### config.mk
export PLATFORM = sky130hd
export DESIGN_NAME = thread_slot_scheduler_top
export DESIGN_NICKNAME = d
export VERILOG_FILES = /design/src/rtl/core/tss_pkg.sv /design/src/rtl/core/tss_ctrl.sv /design/src/rtl/core/tss_datapath.sv /design/src/rtl/core/thread_slot_scheduler_top.sv
export SDC_FILE = /design/constraint.sdc
export NUM_CORES = 1
export LEC_CHECK = 0
export BUFFER_PORTS_ARGS = -buffer_cell sky130_fd_sc_hd__buf_2
export CORE_MARGIN = 2
export CORE_UTILIZATION = 42
export DETAILED_ROUTE_END_ITERATION = 8
export HOLD_SLACK_MARGIN = 0.08
export PLACE_DENSITY = 0.69
export SETUP_SLACK_MARGIN = 0.4
export SKIP_LAST_GASP = 1
export SLEW_MARGIN = 40
export SYNTH_ARGS = -nofsm -noshare
export SYNTH_HDL_FRONTEND = slang
export SYNTH_HIERARCHICAL = 1
export SYNTH_SLANG_ARGS = --single-unit
export TNS_END_PERCENT = 1
### constraint.sdc
create_clock -name clk -period 4.5 [get_ports clk]
set_clock_uncertainty 0.05 [all_clocks]
set_input_delay 0.45 -clock clk [delete_from_list [all_inputs] [get_ports clk]]
set_output_delay 0.45 -clock clk [all_outputs]
set_load 0.005 [all_outputs]
### src/rtl/core/tss_pkg.sv
`timescale 1ns / 1ps
// ----------------------------------------------------------------------------
// tss_pkg: shared types and constants of the thread slot scheduler
// Operation and status codes, configuration indexes, request and result
// words, and the command and status bundles between controller and datapath.
// ----------------------------------------------------------------------------
package tss_pkg;

  localparam logic [1:0] OP_CREATE = 2'd0;
  localparam logic [1:0] OP_YIELD  = 2'd1;
  localparam logic [1:0] OP_EXIT   = 2'd2;
  localparam logic [1:0] OP_START  = 2'd3;

  localparam logic [1:0] ST_OK      = 2'd0;
  localparam logic [1:0] ST_NO_FREE = 2'd1;
  localparam logic [1:0] ST_NO_RUN  = 2'd2;

  localparam logic CFG_STACK_BASE   = 1'b0;
  localparam logic CFG_STACK_STRIDE = 1'b1;

  localparam logic [7:0] STACK_BASE_RST   = 8'h3F;
  localparam logic [7:0] STACK_STRIDE_RST = 8'h10;
  localparam logic [7:0] ZERO_BYTE        = 8'h00;

  localparam int         FRAME_BYTES = 7;
  localparam logic [2:0] FRAME_LAST  = 3'(FRAME_BYTES - 1);

  typedef struct packed {
    logic [1:0]  op;
    logic [7:0]  sp_in;
    logic [15:0] entry_addr;
    logic [1:0]  thread_sel;
  } req_t;

  typedef struct packed {
    logic       write_valid;
    logic [7:0] write_addr;
    logic [7:0] write_data;
    logic [1:0] thread_id;
    logic [7:0] sp_out;
    logic [1:0] status;
    logic       last;
  } res_t;

  typedef struct packed {
    logic load;
    logic exec;
    logic frame_step;
  } dp_cmd_t;

  typedef struct packed {
    logic create_go;
    logic frame_done;
  } dp_sts_t;

endpackage

### src/rtl/core/tss_ctrl.sv
`timescale 1ns / 1ps
// ----------------------------------------------------------------------------
// tss_ctrl: scheduler sequencer
// Accepts a request, runs the execute state and, for a create that finds a
// free slot, steps the datapath through the seven stack frame writes.
// ----------------------------------------------------------------------------
module tss_ctrl
  import tss_pkg::*;
(
  input  logic    clk,
  input  logic    rst,
  input  logic    start,
  output logic    busy,
  output dp_cmd_t cmd,
  input  dp_sts_t sts
);

  localparam logic [1:0] S_IDLE  = 2'd0;
  localparam logic [1:0] S_EXEC  = 2'd1;
  localparam logic [1:0] S_FRAME = 2'd2;

  logic [1:0] state;
  logic [1:0] state_next;

  always_comb begin
    state_next = state;
    case (state)
      S_IDLE: begin
        if (start) state_next = S_EXEC;
      end
      S_EXEC: begin
        state_next = sts.create_go ? S_FRAME : S_IDLE;
      end
      S_FRAME: begin
        if (sts.frame_done) state_next = S_IDLE;
      end
      default: state_next = S_IDLE;
    endcase
  end

  always_ff @(posedge clk) begin
    if (rst) begin
      state <= S_IDLE;
    end else begin
      state <= state_next;
    end
  end

  assign busy           = (state != S_IDLE);
  assign cmd.load       = start && (state == S_IDLE);
  assign cmd.exec       = (state == S_EXEC);
  assign cmd.frame_step = (state == S_FRAME);

  a_exec_after_load: assert property (@(posedge clk) disable iff (rst)
    cmd.load |=> state == S_EXEC)
    else $error("execute cycle missing after accept");

  a_frame_from_create: assert property (@(posedge clk) disable iff (rst)
    state == S_EXEC && sts.create_go |=> state == S_FRAME)
    else $error("create did not enter frame writes");

  a_no_load_busy: assert property (@(posedge clk) disable iff (rst)
    busy |-> !cmd.load)
    else $error("load while busy");

endmodule

### src/rtl/core/tss_datapath.sv
`timescale 1ns / 1ps
// ----------------------------------------------------------------------------
// tss_datapath: slot state, stack frame generator and result register
// Holds valid bits, saved stack pointers, current slot and configuration;
// executes one request per execute command and emits frame bytes per step.
// ----------------------------------------------------------------------------
module tss_datapath
  import tss_pkg::*;
#(
  parameter int NUM_SLOTS = 4
) (
  input  logic       clk,
  input  logic       rst,
  input  req_t       request,
  input  dp_cmd_t    cmd,
  output dp_sts_t    sts,
  input  logic       cfg_we,
  input  logic       cfg_index,
  input  logic [7:0] cfg_data,
  output logic       strobe,
  output res_t       result
);

  localparam int IDX_W = (NUM_SLOTS > 1) ? $clog2(NUM_SLOTS) : 1;

  logic [7:0]           stack_base;
  logic [7:0]           stack_stride;
  logic [NUM_SLOTS-1:0] slot_valid;
  logic [IDX_W-1:0]     current_slot;
  logic [7:0]           saved_sp [NUM_SLOTS];

  req_t                 req;
  logic [IDX_W-1:0]     frame_slot;
  logic [7:0]           ptr;
  logic [2:0]           cnt;

  logic                 have_free;
  logic [IDX_W-1:0]     free_slot;
  logic [NUM_SLOTS-1:0] valid_eff;
  logic                 found;
  logic [IDX_W-1:0]     next_slot;
  logic [IDX_W-1:0]     sel_idx;
  logic                 sel_ok;
  logic [IDX_W-1:0]     rd_idx;
  logic [7:0]           rd_sp;
  logic [7:0]           ptr_start;
  logic [7:0]           ptr_inc;
  logic [7:0]           frame_byte;
  logic                 strobe_next;
  res_t                 result_next;

  always_comb begin
    have_free = 1'b0;
    free_slot = '0;
    for (int i = NUM_SLOTS - 1; i >= 0; i--) begin
      if (!slot_valid[i]) begin
        have_free = 1'b1;
        free_slot = IDX_W'(i);
      end
    end
  end

  always_comb begin
    int c;
    valid_eff = slot_valid;
    if (req.op == OP_EXIT) valid_eff[current_slot] = 1'b0;
    found     = 1'b0;
    next_slot = current_slot;
    for (int k = NUM_SLOTS; k >= 1; k--) begin
      c = int'(current_slot) + k;
      if (c >= NUM_SLOTS) c = c - NUM_SLOTS;
      if (valid_eff[IDX_W'(c)]) begin
        found     = 1'b1;
        next_slot = IDX_W'(c);
      end
    end
  end

  assign sel_idx   = IDX_W'(req.thread_sel);
  assign sel_ok    = (int'(req.thread_sel) < NUM_SLOTS) && slot_valid[sel_idx];
  assign rd_idx    = (req.op == OP_START) ? sel_idx : next_slot;
  assign rd_sp     = saved_sp[rd_idx];
  assign ptr_start = stack_base + 8'(8'(free_slot) * stack_stride);
  assign ptr_inc   = ptr + 8'd1;

  always_comb begin
    case (cnt)
      3'd0:       frame_byte = req.entry_addr[7:0];
      3'd1:       frame_byte = req.entry_addr[15:8];
      FRAME_LAST: frame_byte = 8'({frame_slot, 3'b000});
      default:    frame_byte = ZERO_BYTE;
    endcase
  end

  assign sts.create_go  = (req.op == OP_CREATE) && have_free;
  assign sts.frame_done = (cnt == FRAME_LAST);

  always_comb begin
    result_next = '0;
    strobe_next = 1'b0;
    if (cmd.exec && !sts.create_go) begin
      strobe_next        = 1'b1;
      result_next.last   = 1'b1;
      result_next.sp_out = req.sp_in;
      case (req.op)
        OP_CREATE: begin
          result_next.status = ST_NO_FREE;
        end
        OP_START: begin
          if (sel_ok) begin
            result_next.thread_id = req.thread_sel;
            result_next.sp_out    = rd_sp;
          end else begin
            result_next.thread_id = 2'(current_slot);
            result_next.status    = ST_NO_RUN;
          end
        end
        default: begin
          if (found) begin
            result_next.thread_id = 2'(next_slot);
            if (!(req.op == OP_YIELD && next_slot == current_slot)) begin
              result_next.sp_out = rd_sp;
            end
          end else begin
            result_next.thread_id = 2'(current_slot);
            result_next.status    = ST_NO_RUN;
          end
        end
      endcase
    end else if (cmd.frame_step) begin
      strobe_next             = 1'b1;
      result_next.write_valid = 1'b1;
      result_next.write_addr  = ptr_inc;
      result_next.write_data  = frame_byte;
      result_next.thread_id   = 2'(frame_slot);
      result_next.sp_out      = req.sp_in;
      result_next.status      = ST_OK;
      result_next.last        = sts.frame_done;
    end
  end

  always_ff @(posedge clk) begin
    if (rst) begin
      stack_base   <= STACK_BASE_RST;
      stack_stride <= STACK_STRIDE_RST;
      slot_valid   <= '0;
      current_slot <= '0;
      strobe       <= 1'b0;
    end else begin
      strobe <= strobe_next;
      if (cfg_we) begin
        case (cfg_index)
          CFG_STACK_BASE:   stack_base   <= cfg_data;
          CFG_STACK_STRIDE: stack_stride <= cfg_data;
          default:          stack_base   <= stack_base;
        endcase
      end
      if (cmd.exec) begin
        case (req.op)
          OP_CREATE: begin
            if (have_free) slot_valid[free_slot] <= 1'b1;
          end
          OP_START: begin
            if (sel_ok) current_slot <= sel_idx;
          end
          OP_EXIT: begin
            slot_valid[current_slot] <= 1'b0;
            if (found) current_slot <= next_slot;
          end
          default: begin
            if (found) current_slot <= next_slot;
          end
        endcase
      end
    end
  end

  always_ff @(posedge clk) begin
    result <= result_next;
    if (cmd.load) req <= request;
    if (cmd.exec) begin
      frame_slot <= free_slot;
      ptr        <= ptr_start;
      cnt        <= '0;
      if (req.op == OP_YIELD) saved_sp[current_slot] <= req.sp_in;
    end
    if (cmd.frame_step) begin
      ptr <= ptr_inc;
      cnt <= cnt + 3'd1;
      if (sts.frame_done) saved_sp[frame_slot] <= ptr_inc;
    end
  end

  a_fail_is_single: assert property (@(posedge clk) disable iff (rst)
    strobe && result.status != ST_OK |-> result.last && !result.write_valid)
    else $error("failed request not a single final word");

  a_current_in_range: assert property (@(posedge clk) disable iff (rst)
    int'(current_slot) < NUM_SLOTS)
    else $error("current slot out of range");

  a_frame_continues: assert property (@(posedge clk) disable iff (rst)
    strobe && result.write_valid && !result.last |=> strobe && result.write_valid)
    else $error("frame write sequence broken");

  a_frame_addr_step: assert property (@(posedge clk) disable iff (rst)
    strobe && result.write_valid && !result.last
      |=> result.write_addr == $past(result.write_addr) + 8'd1)
    else $error("frame address did not advance");

endmodule

### src/rtl/core/thread_slot_scheduler_top.sv
`timescale 1ns / 1ps
// ----------------------------------------------------------------------------
// thread_slot_scheduler_top: round-robin hardware thread slot scheduler
// A request is taken when start is high and busy is low. Yield, exit, start
// and a failed create hold busy for the execute state only and give one
// result word, registered from that state; a create holds busy for the
// execute state and all seven frame steps and gives seven stack write
// words on consecutive cycles, the last of them once busy is low again.
// Every word comes out of the result register. Each word is valid for
// exactly the one cycle its strobe is high; the receiver cannot stall, so it
// must take every word as it comes. Configuration writes belong only to idle
// periods.
// ----------------------------------------------------------------------------
module thread_slot_scheduler_top
  import tss_pkg::*;
#(
  parameter int NUM_SLOTS = 4
) (
  input  logic       clk,
  input  logic       rst,
  input  logic       start,
  output logic       busy,
  input  req_t       request,
  output logic       strobe,
  output res_t       result,
  input  logic       cfg_we,
  input  logic       cfg_index,
  input  logic [7:0] cfg_data
);

  dp_cmd_t cmd;
  dp_sts_t sts;

  tss_ctrl u_ctrl (
    .clk   (clk),
    .rst   (rst),
    .start (start),
    .busy  (busy),
    .cmd   (cmd),
    .sts   (sts)
  );

  tss_datapath #(
    .NUM_SLOTS (NUM_SLOTS)
  ) u_datapath (
    .clk       (clk),
    .rst       (rst),
    .request   (request),
    .cmd       (cmd),
    .sts       (sts),
    .cfg_we    (cfg_we),
    .cfg_index (cfg_index),
    .cfg_data  (cfg_data),
    .strobe    (strobe),
    .result    (result)
  );

endmodule

==> impl_metrics.ini <==
[routing]
wl_per_cell_um = 17.1
drt_iter0_drc = 425
vias_per_cell = 5.57
drc = 0
wirelength_um = 14400
drtAntennaViolNets = 0
vias = 4674
dr.pass1.iters = 5

[place]
gp_congestion = 0.908
dp_hpwl_um = 10100
place_ws_ns = 0.860
placed_area_um2 = 6730
io_buffers = 72
place_inst = 807

[sta]
max_slew_margin_pct = 42.9
period_share_pct = 81.6
fmax_ghz = 0.272
setup_slack_ns = 0.829
rsz0062_at_grt = no
fin_setup_tns_ns = 0
hold_violations = 0
fin_crit_ns = 3.67
final_max_slew_viol_count = 0
tightestPinTransition_ns = 0.854
setup_viol = 0

[floorplan]
rows = 44
die_h_um = 126
die_x_um = 126
io_pins = 73
coreArea_um2 = 14500
die_area_um2 = 15800
initial_core_util_pct = 42.9

[synthesis]
synth_ff_type = edfxtp_1
ys_ff_latch = 128
ys_top_cells_by_area = edfxtp_1 (35%), dfxtp_1 (18%), ha_1 (4.0%)
synth_top_area_cell = edfxtp_1
syn_area_um2 = 6210
syn-mean-instance-area_um2 = 10.8
synth-edff-count = 73
synth_warnings = 6
ys_seq_area_share_pct = 53.0
synth.top_cell.area_share_pct = 35.3
ys_types = 65
syn-num-nets = 641
synthCells = 573
async_flop_share_pct = 0

[cells_and_area]
drive_above_1_share_pct = 20.9
fill_cells = 1260
nets = 710
num_antenna_cells = 0
fin_cells = 839
syn_to_final_growth_pct = 17.5
fin_area_um2 = 7300

[status]
status = finished, final reports clean

[setup_path]
worstPathMaxFanout = 9
cp-start-kind = flop
worstPathRequired_ns = 4.58
arrival_ns = 3.76
critPathKind = flop to flop
worstSetupEndpointType = flop

[clock_network]
post-cts-setup-buffers = 0
hold_buffers = 0
cts_buffers = 17
clock_path_buffers = 2
cts_resized = 0
clock_latency_ns = 0.42
ctsHtreeMaxLevel = 4
cts_sinks = 128
clk_pin_slew_ns = 0.06
cts_tree = built
root_buffer = clkbuf_16

[global_routing]
grt_pass1_wl_um = 22800
grt.overflow.total = 0
grtUsageTotal_pct = 18.4
antenna_found_initial = 0
grt_pass1_vias = 4546
grt_max_degree = 30

[power]
power_mw = 2.86
power.leakage_nw = 2.99
ir_drop_mv = 0.249
powerDensity_nw_per_um2 = 392

[min_path]
hold_path_class = primary input to flop

[flow_run]
max_cap_viol_count = 0
-- power breakdown --
part	switching [mW]	internal (mW)	total, mW
registers	0.0323	1.29	1.32
clock network	0.482	0.815	1.30
logic	0.146	0.0947	0.240
total	0.659	2.20	2.86
-- per-stage QoR --
step | utilization, % | hold WS (ns)
2_1_floorplan | - | 0.386
5_1_grt | 50.4 | 0.135
4_1_cts | 50.4 | 0.132
3_3_place_gp | 46.4 | 0.404
3_5_place_dp | 46.4 | 0.406
6_report | 50.4 | 0.153
-- placed cells by master (no fill, tap or decap), types with 3 or more instances in the layout --
cell type  count
o2bb2ai_1      4
o21ai_0       16
o211ai_1       8
nor2_1        53
buf_4          6
and2_1         4
nor2b_1        5
o2111ai_1      8
o311a_1        8
clkinv_2       4
ha_1          19
xnor2_1        6
a21boi_1       3
edfxtp_1      73
buf_2         72
clkbuf_16     18
mux2_2         5
a211o_1       16
nand3_1       13
and3_1         6
dfxtp_1       55
o21bai_1       3
a21oi_1       47
inv_1         38
a32o_1         9
fa_1           7
nor3_1         8
nand2_1       59
mux4_2         3
xor2_1         7
a22oi_1        8
nand2b_1       5
a31o_2         3
-- worst max-delay path, stage by stage (launching register included) --
cell	delay, ns
dfxtp_1	0.47
nand2_1	0.12
a21oi_1	0.48
nand2_1	0.15
fa_1	0.52
inv_1	0.04
ha_1	0.22
fa_1	0.41
a21o_1	0.17
a21oi_1	0.25
o21bai_1	0.09
a21oi_1	0.18
xor2_1	0.15
mux2i_1	0.08
-- cell usage after synthesis (5+ instances only) --
master and number:
nand2b_1 5, xor2_1 7, nor2_1 54, and3_1 6, dfxtp_1 55, nor3_1 8
o311a_1 8, nor2b_1 6, inv_1 38, o2111ai_1 8, nand2_1 59, a21oi_1 47
o211ai_1 8, xnor2_1 6, a32o_1 9, a211o_1 16, edfxtp_1 73, ha_1 20
nand3_1 13, fa_1 7, a22oi_1 8, mux2_2 5, o21ai_0 16, clkbuf_1 21
-- sequential cells by signal (all words and copies together) (netlist names) --
| name | flops |
|---|---|
| u_datapath/sel_idx | 2 |
| u_datapath/stack_stride | 8 |
| u_datapath/strobe | 1 |
| u_datapath/ptr | 8 |
| u_datapath/result | 30 |
| u_datapath/saved_sp | 32 |
| u_datapath/stack_base | 8 |
| u_ctrl/state | 2 |
| u_datapath/cnt | 3 |
| u_datapath/current_slot | 2 |
| u_datapath/slot_valid | 4 |
| u_datapath/frame_slot | 2 |
| u_datapath/req | 26 |
-- routing by layer --
metal  track usage (%)  share of wire (%)  vias up  wire length [um]
met3              5.48                6.4       23               926
met1              23.1                 43     2240              6210
li1                  -                  -     2234                 -
met4              8.17                2.4        0               339
met2              29.3                 48      177              6900
met5                 0                  0        -                 0
-- area by class of cell --
class	count	area, um2	area share, %
Clock buffer	22	485	6.65
Tap cell	184	230	3.16
Multi-Input combinational cell	377	2650	36.3
Inverter	40	150	2.06
Sequential cell	128	3290	45.1
Clock inverter	10	82.6	1.13
Timing Repair Buffer	78	405	5.56
-- logic make-up after synthesis --
logic type	share of synthesized area, %
AO/OA/AOI/OAI	19.1
XOR/XNOR	2.20
adder cells (fa/ha/maj)	6.29
buffers and inverters	4.53
flip-flops	53.0
multiplexers	2.90
AND/OR/NAND/NOR	11.9
-- final timing paths --
kind | from | end | slack [ns] | cells past startpoint
max reg2reg | u_datapath/slot_valid[0] | u_datapath/ptr[7] | 0.83 | 13
min | request[7] | u_datapath/req[7] | 0.15 | 1
min reg2reg | u_datapath/stack_stride[7] | u_datapath/stack_stride[7] | 0.42 | 2
max | u_datapath/slot_valid[0] | u_datapath/ptr[7] | 0.83 | 13
(Power assumes the default switching activity.)
